## src/sv/motb_pkg.sv

```systemverilog
// Shared types, sizes and helpers for the one-shot timer bank.
`timescale 1ns / 1ps
`default_nettype none
package motb_pkg;

    // Bank size and counter width
    localparam int TIMER_SLOTS     = 16;
    localparam int DELAY_BITS      = 16;
    localparam int SLOT_IDX_W      = (TIMER_SLOTS > 1) ? $clog2(TIMER_SLOTS) : 1;
    localparam int CMD_QUEUE_DEPTH = 2;

    // Input kind codes
    localparam logic [1:0] KIND_TICK  = 2'd0;
    localparam logic [1:0] KIND_START = 2'd1;
    localparam logic [1:0] KIND_STOP  = 2'd2;

    typedef struct packed {
        logic [1:0]  kind;
        logic [6:0]  owner;
        logic [7:0]  event_req;
        logic [15:0] delay;
    } in_item_t;

    typedef struct packed {
        logic [6:0] fired_owner;
        logic [7:0] fired_event;
        logic       last_of_tick;
    } out_item_t;

    // Command passed from the front end to the slot engine
    typedef enum logic [1:0] {
        OP_TICK,
        OP_START,
        OP_STOP
    } cmd_op_t;

    typedef struct packed {
        cmd_op_t                op;
        logic [6:0]             owner;
        logic [7:0]             evt;
        logic [DELAY_BITS-1:0]  delay;
    } cmd_t;

    typedef enum logic [1:0] {
        ENG_IDLE,
        ENG_SCAN,
        ENG_COMMIT,
        ENG_FLUSH
    } eng_state_t;

    // Saturate a 16-bit request delay to the counter width
    function automatic logic [DELAY_BITS-1:0] clamp_delay(input logic [15:0] d);
        logic [32:0] lim;
        logic [32:0] d_ext;
        lim   = (33'd1 << DELAY_BITS) - 33'd1;
        d_ext = {17'd0, d};
        if (d_ext > lim) begin
            return lim[DELAY_BITS-1:0];
        end
        return d_ext[DELAY_BITS-1:0];
    endfunction

endpackage
`default_nettype wire

```

## src/sv/motb_front.sv

```systemverilog
// Front end: accepts input beats, drops no-op requests and queues commands.
`timescale 1ns / 1ps
`default_nettype none
module motb_front (
    input  wire logic              aclk,
    input  wire logic              aresetn,
    input  wire logic              s_valid,
    output logic                   s_ready,
    input  wire motb_pkg::in_item_t s_data,
    output logic                   q_valid,
    output motb_pkg::cmd_t         q_cmd,
    input  wire logic              q_pop
);
    import motb_pkg::*;

    localparam int QPTR_W = (CMD_QUEUE_DEPTH > 1) ? $clog2(CMD_QUEUE_DEPTH) : 1;
    localparam int QCNT_W = $clog2(CMD_QUEUE_DEPTH + 1);

    cmd_t              cmd_mem_reg [CMD_QUEUE_DEPTH];
    logic [QPTR_W-1:0] wr_ptr_reg, wr_ptr_next;
    logic [QPTR_W-1:0] rd_ptr_reg, rd_ptr_next;
    logic [QCNT_W-1:0] count_reg, count_next;
    cmd_t              cmd_in;
    logic              keep;
    logic              push;
    logic              pop;

    // Classify: ticks always, start and stop only with a real owner
    always_comb begin
        keep          = 1'b0;
        cmd_in.op     = OP_TICK;
        cmd_in.owner  = s_data.owner;
        cmd_in.evt    = s_data.event_req;
        cmd_in.delay  = clamp_delay(s_data.delay);
        case (s_data.kind)
            KIND_TICK: begin
                keep = 1'b1;
            end
            KIND_START: begin
                cmd_in.op = OP_START;
                keep      = (s_data.owner != 7'd0);
            end
            KIND_STOP: begin
                cmd_in.op = OP_STOP;
                keep      = (s_data.owner != 7'd0);
            end
            default: begin
                keep = 1'b0;
            end
        endcase
    end

    assign s_ready = (count_reg < QCNT_W'(CMD_QUEUE_DEPTH));
    assign push    = s_valid && s_ready && keep;
    assign pop     = q_pop && (count_reg != '0);
    assign q_valid = (count_reg != '0);
    assign q_cmd   = cmd_mem_reg[rd_ptr_reg];

    // Advance queue pointers and fill count
    always_comb begin
        wr_ptr_next = wr_ptr_reg;
        rd_ptr_next = rd_ptr_reg;
        count_next  = count_reg;
        if (push) begin
            wr_ptr_next = (wr_ptr_reg == QPTR_W'(CMD_QUEUE_DEPTH - 1)) ? '0
                                                                       : wr_ptr_reg + 1'b1;
        end
        if (pop) begin
            rd_ptr_next = (rd_ptr_reg == QPTR_W'(CMD_QUEUE_DEPTH - 1)) ? '0
                                                                       : rd_ptr_reg + 1'b1;
        end
        if (push && !pop) begin
            count_next = count_reg + 1'b1;
        end else if (pop && !push) begin
            count_next = count_reg - 1'b1;
        end
    end

    always_ff @(posedge aclk) begin
        if (!aresetn) begin
            wr_ptr_reg <= '0;
            rd_ptr_reg <= '0;
            count_reg  <= '0;
        end else begin
            wr_ptr_reg <= wr_ptr_next;
            rd_ptr_reg <= rd_ptr_next;
            count_reg  <= count_next;
        end
    end

    // Store queued commands
    always_ff @(posedge aclk) begin
        if (push) begin
            cmd_mem_reg[wr_ptr_reg] <= cmd_in;
        end
    end

    a_count_bound: assert property (@(posedge aclk) disable iff (!aresetn)
        count_reg <= QCNT_W'(CMD_QUEUE_DEPTH))
        else $error("command queue overfilled");

endmodule
`default_nettype wire

```

## src/sv/motb_engine.sv

```systemverilog
// Slot engine: walks the timer slots once per command and emits expiries.
`timescale 1ns / 1ps
`default_nettype none
module motb_engine (
    input  wire logic               aclk,
    input  wire logic               aresetn,
    input  wire logic               q_valid,
    input  wire motb_pkg::cmd_t     q_cmd,
    output logic                    q_pop,
    output logic                    m_valid,
    input  wire logic               m_ready,
    output motb_pkg::out_item_t     m_data
);
    import motb_pkg::*;

    localparam logic [SLOT_IDX_W-1:0] SLOT_LAST = SLOT_IDX_W'(TIMER_SLOTS - 1);

    // Slot state
    logic [6:0]            slot_owner_reg [TIMER_SLOTS];
    logic [6:0]            slot_owner_next [TIMER_SLOTS];
    logic [7:0]            slot_event_reg [TIMER_SLOTS];
    logic [7:0]            slot_event_next [TIMER_SLOTS];
    logic [DELAY_BITS-1:0] slot_rem_reg [TIMER_SLOTS];
    logic [DELAY_BITS-1:0] slot_rem_next [TIMER_SLOTS];

    // Sequencer state
    eng_state_t            state_reg, state_next;
    logic [SLOT_IDX_W-1:0] idx_reg, idx_next;
    cmd_t                  cmd_reg, cmd_next;
    logic                  match_found_reg, match_found_next;
    logic [SLOT_IDX_W-1:0] match_idx_reg, match_idx_next;
    logic                  free_found_reg, free_found_next;
    logic [SLOT_IDX_W-1:0] free_idx_reg, free_idx_next;

    // Held expiry, released once the next one (or the end of the tick) is known
    logic                  pend_valid_reg, pend_valid_next;
    logic [6:0]            pend_owner_reg, pend_owner_next;
    logic [7:0]            pend_event_reg, pend_event_next;

    // Output register
    logic                  m_valid_reg, m_valid_next;
    out_item_t             m_data_reg, m_data_next;

    logic [6:0]            cur_owner;
    logic [7:0]            cur_event;
    logic [DELAY_BITS-1:0] cur_rem;
    logic                  cur_active;
    logic                  cur_expire;
    logic                  out_free;
    logic                  tick_stall;
    logic                  scan_last;

    assign cur_owner  = slot_owner_reg[idx_reg];
    assign cur_event  = slot_event_reg[idx_reg];
    assign cur_rem    = slot_rem_reg[idx_reg];
    assign cur_active = (cur_owner != 7'd0);
    assign cur_expire = (cur_rem <= DELAY_BITS'(1));
    assign out_free   = !m_valid_reg || m_ready;
    assign scan_last  = (idx_reg == SLOT_LAST);
    assign tick_stall = (state_reg == ENG_SCAN) && (cmd_reg.op == OP_TICK) && cur_active
                        && cur_expire && pend_valid_reg && !out_free;

    // Next state
    always_comb begin
        state_next = state_reg;
        case (state_reg)
            ENG_IDLE: begin
                if (q_valid) begin
                    state_next = ENG_SCAN;
                end
            end
            ENG_SCAN: begin
                if (scan_last && !tick_stall) begin
                    case (cmd_reg.op)
                        OP_START: state_next = ENG_COMMIT;
                        OP_TICK: begin
                            if (pend_valid_reg || (cur_active && cur_expire)) begin
                                state_next = ENG_FLUSH;
                            end else begin
                                state_next = ENG_IDLE;
                            end
                        end
                        default: state_next = ENG_IDLE;
                    endcase
                end
            end
            ENG_COMMIT: begin
                state_next = ENG_IDLE;
            end
            ENG_FLUSH: begin
                if (out_free) begin
                    state_next = ENG_IDLE;
                end
            end
            default: begin
                state_next = ENG_IDLE;
            end
        endcase
    end

    // State outputs
    always_comb begin
        q_pop = 1'b0;
        case (state_reg)
            ENG_IDLE: q_pop = q_valid;
            default:  q_pop = 1'b0;
        endcase
    end

    // Slot updates, expiry hand-off and output register
    always_comb begin
        logic      out_push;
        out_item_t out_beat;

        slot_owner_next  = slot_owner_reg;
        slot_event_next  = slot_event_reg;
        slot_rem_next    = slot_rem_reg;
        idx_next         = idx_reg;
        cmd_next         = cmd_reg;
        match_found_next = match_found_reg;
        match_idx_next   = match_idx_reg;
        free_found_next  = free_found_reg;
        free_idx_next    = free_idx_reg;
        pend_valid_next  = pend_valid_reg;
        pend_owner_next  = pend_owner_reg;
        pend_event_next  = pend_event_reg;
        out_push                = 1'b0;
        out_beat.fired_owner    = pend_owner_reg;
        out_beat.fired_event    = pend_event_reg;
        out_beat.last_of_tick   = 1'b0;

        case (state_reg)
            ENG_IDLE: begin
                // Take the next command and start a fresh sweep
                if (q_valid) begin
                    cmd_next         = q_cmd;
                    idx_next         = '0;
                    match_found_next = 1'b0;
                    free_found_next  = 1'b0;
                end
            end
            ENG_SCAN: begin
                case (cmd_reg.op)
                    OP_START: begin
                        // Note the matching slot and the first free one
                        if (!match_found_reg && cur_owner == cmd_reg.owner
                            && cur_event == cmd_reg.evt) begin
                            match_found_next = 1'b1;
                            match_idx_next   = idx_reg;
                        end
                        if (!free_found_reg && !cur_active) begin
                            free_found_next = 1'b1;
                            free_idx_next   = idx_reg;
                        end
                    end
                    OP_STOP: begin
                        // Drop the matching slot; event zero drops all of the owner's
                        if (cur_owner == cmd_reg.owner
                            && (cmd_reg.evt == 8'd0 || cur_event == cmd_reg.evt)) begin
                            slot_owner_next[idx_reg] = 7'd0;
                            slot_event_next[idx_reg] = 8'd0;
                            slot_rem_next[idx_reg]   = '0;
                        end
                    end
                    default: begin
                        // Count down, or expire and hold the expiry
                        if (cur_active && !tick_stall) begin
                            if (cur_expire) begin
                                out_push                 = pend_valid_reg;
                                pend_valid_next          = 1'b1;
                                pend_owner_next          = cur_owner;
                                pend_event_next          = cur_event;
                                slot_owner_next[idx_reg] = 7'd0;
                                slot_event_next[idx_reg] = 8'd0;
                                slot_rem_next[idx_reg]   = '0;
                            end else begin
                                slot_rem_next[idx_reg] = cur_rem - 1'b1;
                            end
                        end
                    end
                endcase
                if (!tick_stall) begin
                    idx_next = idx_reg + 1'b1;
                end
            end
            ENG_COMMIT: begin
                // Retrigger the match, else claim the first free slot
                if (match_found_reg) begin
                    slot_rem_next[match_idx_reg] = cmd_reg.delay;
                end else if (free_found_reg) begin
                    slot_owner_next[free_idx_reg] = cmd_reg.owner;
                    slot_event_next[free_idx_reg] = cmd_reg.evt;
                    slot_rem_next[free_idx_reg]   = cmd_reg.delay;
                end
            end
            ENG_FLUSH: begin
                // Release the final expiry of the tick, marked as last
                if (out_free) begin
                    out_push              = 1'b1;
                    out_beat.last_of_tick = 1'b1;
                    pend_valid_next       = 1'b0;
                end
            end
            default: begin
            end
        endcase

        m_valid_next = m_valid_reg;
        m_data_next  = m_data_reg;
        if (out_push) begin
            m_valid_next = 1'b1;
            m_data_next  = out_beat;
        end else if (m_ready) begin
            m_valid_next = 1'b0;
        end
    end

    always_ff @(posedge aclk) begin
        if (!aresetn) begin
            state_reg      <= ENG_IDLE;
            pend_valid_reg <= 1'b0;
            m_valid_reg    <= 1'b0;
            for (int i = 0; i < TIMER_SLOTS; i++) begin
                slot_owner_reg[i] <= 7'd0;
                slot_event_reg[i] <= 8'd0;
                slot_rem_reg[i]   <= '0;
            end
        end else begin
            state_reg      <= state_next;
            pend_valid_reg <= pend_valid_next;
            m_valid_reg    <= m_valid_next;
            slot_owner_reg <= slot_owner_next;
            slot_event_reg <= slot_event_next;
            slot_rem_reg   <= slot_rem_next;
        end
    end

    // Sweep payload
    always_ff @(posedge aclk) begin
        idx_reg         <= idx_next;
        cmd_reg         <= cmd_next;
        match_found_reg <= match_found_next;
        match_idx_reg   <= match_idx_next;
        free_found_reg  <= free_found_next;
        free_idx_reg    <= free_idx_next;
        pend_owner_reg  <= pend_owner_next;
        pend_event_reg  <= pend_event_next;
        m_data_reg      <= m_data_next;
    end

    assign m_valid = m_valid_reg;
    assign m_data  = m_data_reg;

    a_flush_has_pend: assert property (@(posedge aclk) disable iff (!aresetn)
        state_reg == ENG_FLUSH |-> pend_valid_reg)
        else $error("flush without a held expiry");

    a_idle_no_pend: assert property (@(posedge aclk) disable iff (!aresetn)
        state_reg == ENG_IDLE |-> !pend_valid_reg)
        else $error("expiry left behind after a tick");

    a_stall_holds_idx: assert property (@(posedge aclk) disable iff (!aresetn)
        tick_stall |=> $stable(idx_reg) && state_reg == ENG_SCAN)
        else $error("sweep advanced while output was blocked");

endmodule
`default_nettype wire

```

## src/sv/multiplexed_oneshot_timer_bank.sv

```systemverilog
// Top level of the one-shot timer bank: front end, command queue and slot engine.
`timescale 1ns / 1ps
`default_nettype none
// Sixteen one-shot timers share one time base. Each command (tick, start,
// stop) is queued by the front end and then carried out by one sweep of the
// slot engine over all slots, one slot per cycle. A stop, or a tick with
// nothing expiring, is a dispatch step followed by one scan step per slot.
// A start, or a tick that fires, adds one more step, to write back the start
// or release the last expiry of the tick. Expiries of a tick leave in
// ascending slot order, one beat per cycle at most; a stalled result
// channel stretches the sweep. Two commands can wait in the queue while a
// sweep is under way. Start and stop with owner zero and the unused kind
// code are dropped at the input.
module multiplexed_oneshot_timer_bank (
    input  wire logic                aclk,
    input  wire logic                aresetn,
    input  wire logic                s_valid,
    output logic                     s_ready,
    input  wire motb_pkg::in_item_t  s_data,
    output logic                     m_valid,
    input  wire logic                m_ready,
    output motb_pkg::out_item_t      m_data
);
    import motb_pkg::*;

    logic q_valid;
    cmd_t q_cmd;
    logic q_pop;

    motb_front u_front (
        .aclk    (aclk),
        .aresetn (aresetn),
        .s_valid (s_valid),
        .s_ready (s_ready),
        .s_data  (s_data),
        .q_valid (q_valid),
        .q_cmd   (q_cmd),
        .q_pop   (q_pop)
    );

    motb_engine u_engine (
        .aclk    (aclk),
        .aresetn (aresetn),
        .q_valid (q_valid),
        .q_cmd   (q_cmd),
        .q_pop   (q_pop),
        .m_valid (m_valid),
        .m_ready (m_ready),
        .m_data  (m_data)
    );

endmodule
`default_nettype wire
```

## config.mk

```make
export PLATFORM = sky130hd
export DESIGN_NAME = multiplexed_oneshot_timer_bank
export DESIGN_NICKNAME = d
export VERILOG_FILES = /design/src/sv/motb_pkg.sv /design/src/sv/motb_front.sv /design/src/sv/motb_engine.sv /design/src/sv/multiplexed_oneshot_timer_bank.sv
export SDC_FILE = /design/constraint.sdc
export NUM_CORES = 2
export LEC_CHECK = 0
export BUFFER_PORTS_ARGS = -buffer_cell sky130_fd_sc_hd__clkbuf_2
export CAP_MARGIN = 10
export CORE_MARGIN = 3
export CORE_UTILIZATION = 50
export CTS_CLUSTER_SIZE = 25
export DETAILED_ROUTE_END_ITERATION = 6
export PLACE_DENSITY = 0.66
export REMOVE_ABC_BUFFERS = 1
export SYNTH_ARGS = -nofsm -noshare
export SYNTH_HDL_FRONTEND = slang
export SYNTH_SLANG_ARGS = --single-unit
```

## constraint.sdc

```tcl
create_clock -name aclk -period 10.6 [get_ports aclk]
set_input_delay 1.06 -clock aclk [delete_from_list [all_inputs] [get_ports aclk]]
set_output_delay 1.06 -clock aclk [all_outputs]
set_load 0.01 [all_outputs]
```

-- After elaboration in Yosys (flattened, before gate mapping)
Memory sizes are Yosys's and may differ from the RTL's. A register that Yosys moved wholly into a read port is not among the register bits.
Cells that the tools add are included.
- flip-flop bits (word level): 549
- bits in latches: 0
- RAM bits: 66
- ROM bits: 0
- input bits: 37
- word-level logic and storage cells: 258
- memories kept: 1
- $add $sub $neg: 6
- multiply operators: 0
- div/mod/pow operators: 0
- order comparisons: 8
- equal/unequal tests: 27
- shifts and indexed selects: 0
- mux-type cells: 86
- bitwise logic cells: 10
- reductions and logical operators: 56
- memories (name ; depth ; width ; read ports ; clocked after memory_dff ; wr ports ; RTL line ; RTL):
    u_front.cmd_mem_reg ; 2 ; 33 ; 1 ; 1 ; 1 ; motb_front.sv:19 ; cmd_t cmd_mem_reg [CMD_QUEUE_DEPTH];
- operators by type and width (kind ; number):
    $mux 256 ; 5
    $pmux 256 s2 ; 2
    $bwmux 256 ; 3
    $mux 128 ; 5
    $mux 112 ; 5
    $pmux 128 s2 ; 2
    $pmux 112 s2 ; 2
    $and 256x256->256 ; 1
    $not 256->256 ; 1
    $demux 16 s4 ; 3
    $and 128x128->128 ; 1
    $bwmux 128 ; 1
    $not 128->128 ; 1
    $and 112x112->112 ; 1
    $bwmux 112 ; 1
    $not 112->112 ; 1
    $mux 16 ; 5
    $bmux 16 s4 ; 1
    $demux 8 s4 ; 2
    $demux 7 s4 ; 2
    $bmux 8 s4 ; 1
    $mux 8 ; 4
    $bmux 7 s4 ; 1
    $mux 7 ; 4
    other kinds (41) ; 138

-- Logic depth before layout (Yosys ltp)
- word-level depth: 15
- mapped depth: 22

-- Modules after synthesis
Synthesis repeated with hierarchy kept, for this count alone.
- cells, all modules: 3451
- area, all modules: 32874.0 um^2
- modules (own cells, without submodules) (module ; instances ; cells an instance ; area each (um^2)):
    motb_engine ; 1 ; 3313 ; 30180.2
    motb_front ; 1 ; 138 ; 2693.8

-- Worst setup path before layout
OpenSTA, ideal clock, no wires.
- path type: register to register
- start point: register u_engine.idx_reg[1]
- end point: register u_engine.m_data_reg (netlist bit u_engine.m_data[0]), enable pin
- setup time: 0.371 ns
- data arrival time: 5.391 ns
- required time: 10.229 ns
- setup slack: 4.837 ns
- cell stages (with the launch flop): 16
- path buffers: 5
- period minus slack after synthesis: 5.763 ns
- cells stage by stage: edfxtp_1 > buf_4 > buf_2 > buf_4 > buf_2 > mux4_2 > a22o_1 > a221oi_1 > ha_1 > nor2_1 > nor4_1 > and4_1 > buf_4 > nand2_1 > nor4_1 > a21o_1
- longest elaborated chain between the ends: 14
- elaborated cells between the ends (all ways): 19
- ends and longest elaborated chain (element ; RTL line ; RTL):
    from (decl) ; motb_engine.sv:28 ; logic [SLOT_IDX_W-1:0] idx_reg, idx_next;
    from (signal assigned) ; motb_engine.sv:240 ; idx_reg <= idx_next;
    $not 4->5 (implied by the code) * ; motb_engine.sv:53, motb_engine.sv:55 ;
    parallel branches: the longest is 10 deep, another holds $le 16x1->1 ; n/a ;
    $mux 1 * ; motb_engine.sv:167 ; if (cur_active && !tick_stall) begin
    $mux 1 * ; motb_engine.sv:143 ; case (cmd_reg.op)
    $pmux 1 s2 * ; motb_engine.sv:132 ; case (state_reg)
    to (signal assigned) ; motb_engine.sv:248 ; m_data_reg <= m_data_next;
    to (decl) ; motb_engine.sv:42 ; out_item_t m_data_reg, m_data_next;
Mark *: on every way between the ends. The select of a mux whose other input is x is not followed.
A chain may end at the register's enable or synchronous reset.

-- Final worst setup path
- start point: register u_engine.idx_reg[1]
- end point: register u_engine.slot_event_reg[112] (netlist bit)
- longest elaborated chain between the ends: 13
- elaborated cells between the ends (all ways): 38
- ends and longest elaborated chain (element ; RTL line ; RTL):
    $not 4->5 (implied by the code) * ; n/a ;
    parallel branches: the longest is 12 deep, another holds $le 16x1->1 ; n/a ;
    to (signal assigned) ; motb_engine.sv:233 ; slot_event_reg <= slot_event_next;
    to (decl) ; motb_engine.sv:21 ; logic [7:0] slot_event_reg [TIMER_SLOTS];
Marked as above.

==> impl_metrics.toml <==
[cells_and_area]
final_cell_mix = "504 x dfxtp_1, 332 x a21oi_1, 277 x nand2_1"
final_common_cell = "dfxtp_1"
fill_cells = 5409
final_nets = 3198
design_area_mm2 = 0.03516
area_delta_synth_final_pct = 9.934
largest_reg_flops = 256
drive_gt1_frac = 0.1385

[clock_network]
path_clk_slew_ns = 0.06
holdBufCountCts = 0
clk_latency_ns = 0.65
post_cts_resized = 0
clock-sinks = 648
h-tree-depth = 3
cts-buffers-inserted = 71
cts_tree = "built"
clockRootBuffer = "clkbuf_16"
cts_setup_buffers = 0
clockBufferDepth = 3

[placement]
postPlaceCellArea_mm2 = 0.03263
hpwl_um = 74000
io_buffer_count = 54
gp_congestion = 0.9773
preCtsSetupSlack_ns = 4.182

[timing]
fin_crit_sh = 0.6212
finalHoldViolCount = 0
fmax_ghz = 0.1519
skew_ns = 0.03880
rsz0062_at_grt = "false"
holdWs_ns = 0.4180
maxSlewViolCount = 0
finalWorstSetupSlack_ns = 4.015
fin_tns_setup_ns = 0
slew_headroom = 0.07725
worst_pin_slew_ns = 1.381
fin_crit_ns = 6.585
setup_viol = 0

[critical_path]
start_kind = "register"
endpoint_kind = "register"
cp_slowest_cell = "buf_4"
path_common_cell = "buf_4"
worstPathArrival_ns = 7.17
max_stage_delay_ns = 0.69
timing.critical_path.buf_inv = 3
crit_type = "register to register"
path_cells = "buf_4 -> buf_4 -> mux4_2 -> a22o_1 -> a221oi_1 -> ha_1 -> nor2_1 -> nor4_1 -> and4_1 -> nand2_1 -> or4_1 -> o211a_1 -> nor3_4 -> buf_12 -> a32o_1"
cp.required_ns = 11.18
crit_family = "buffers and inverters"
worstPathMaxFanout = 240

[routing]
vias = 29060
wire_per_inst_um = 29.16
drt-initial-drc-count = 4024
wl_um = 118000
drtPass1Iterations = 6
via_per_inst = 7.180
drc = 0
ant_nets = 0

[yosys]
synthFlopType = "dfxtp_1"
synth.distinct_cells = 67
syn_area_per_cell_um2 = 9.800
synth_edf_count = 144
syn_area_mm2 = 0.03198
synth_cells = 3263
seq_area_frac_synth = 0.4507
synthArstFlopShare = 0
ys_seq_elements = 648
yosys_warnings = 0

[floorplan]
core_area_mm2 = 0.06320
die_h_um = 258.9
dieWidth_um = 258.9
floorplan.initialDensity = 0.5060
dieArea_mm2 = 0.06703
ios = 55
core.rowCount = 92

[global_route]
grt_antenna_before_repair = 1
grt_max_degree = 241
grt_first_pass_wirelength_um = 174800
grt_pass1_vias = 27650
grt_overflow = 0
grt.total_usage = 0.3430

[outcome]
outcome = "finished, final reports clean"

[job]
cap_violations = 0

[worst_hold_path]
hold_path_class = "register to register"
cells in the mapped netlist (all sizes together) (11+ instances only):
| library cell | number | share of area |
|---|---|---|
| buf | 109 | 0.021 |
| dfxtp | 504 | 0.32 |
| o22a | 31 | 0.0085 |
| o21ai | 135 | 0.021 |
| nor2 | 254 | 0.030 |
| nor2b | 15 | 0.0029 |
| xnor2 | 20 | 0.0055 |
| inv | 24 | 0.0028 |
| a32o | 246 | 0.077 |
| mux4 | 105 | 0.074 |
| o22ai | 171 | 0.033 |
| nor3 | 45 | 0.0074 |
| edfxtp | 144 | 0.14 |
| and2 | 38 | 0.0074 |
| o211a | 16 | 0.0050 |
| a21oi | 335 | 0.052 |
| xor2 | 19 | 0.0052 |
| nand4 | 66 | 0.013 |
| ha | 18 | 0.0070 |
| nor4 | 11 | 0.0023 |
| mux2 | 40 | 0.014 |
| a22oi | 44 | 0.010 |
| nand2 | 277 | 0.033 |
| clkbuf | 222 | 0.026 |
| mux2i | 58 | 0.018 |
| o32ai | 11 | 0.0030 |
| nand3 | 48 | 0.0075 |
| a21o | 72 | 0.017 |
| o21a | 20 | 0.0047 |
| a31oi | 19 | 0.0037 |
| o311ai | 15 | 0.0041 |
| a211oi | 54 | 0.013 |
through the flow:
stage | utilization | std cells
6_report | 0.5563 | 4047
5_1_grt | 0.5562 | 4045
4_1_cts | 0.5549 | 4042
3_5_place_dp | 0.5164 | 3913
3_3_place_gp | 0.5164 | 3913
2_1_floorplan | - | 2932
logic make-up (layout without fill, tap and decap cells):
kind of cell	Yosys count	in the layout	share of synthesized area
muxes	203	203	0.1062
buffers and inverters	357	293	0.05020
xor gates and xnor gates	39	39	0.01068
DFF	648	648	0.4507
and+or+nand+nor	784	784	0.1095
AOI/OAI and AO/OA	1214	1214	0.2657
other	0	2	0
adders and majority gates	18	18	0.007043
final timing paths:
check,slack (ns),start,cells past startpoint,to
hold reg to reg,0.42,u_engine.pend_owner_reg[1],0,u_engine.m_data[10]
setup / recovery,4.02,u_engine.idx_reg[1],15,u_engine.slot_event_reg[112]
hold / removal,0.42,u_engine.pend_owner_reg[1],0,u_engine.m_data[10]
setup reg to reg,4.02,u_engine.idx_reg[1],15,u_engine.slot_event_reg[112]
routing by layer:
layer | vias up | global-route usage | wire [um]
met5 | - | 0 | 0
met4 | 0 | 0.2316 | 8608
met3 | 433 | 0.07550 | 13050
met2 | 2047 | 0.5277 | 53030
met1 | 14200 | 0.4332 | 43320
li1 | 12380 | - | -
layout make-up:
cell class | count | area [um2] | share of cell area
repair buffers | 138 | 1007 | 0.02865
multi-input cells | 2258 | 16140 | 0.4591
clock inverters | 23 | 282.8 | 0.008044
diodes | 2 | 5.005 | 0.0001424
inverters | 26 | 97.59 | 0.002776
clock buffers | 106 | 2151 | 0.06118
flip-flops and latches | 648 | 14410 | 0.4100
well taps | 846 | 1059 | 0.03011
worst reg2reg max path, cell delays in order (launching register included):
cell and delay (ns):
edfxtp_1 0.32, buf_4 0.69, buf_4 0.58, mux4_2 0.43, a22o_1 0.25, a221oi_1 0.54
ha_1 0.31, nor2_1 0.07, nor4_1 0.25, and4_1 0.62, nand2_1 0.17, or4_1 0.50
o211a_1 0.34, nor3_4 0.27, buf_12 0.67, a32o_1 0.52
Power is left out: the tool's default activity adds up to more than one toggle a clock period on the data nets, which glitch-free logic cannot reach.
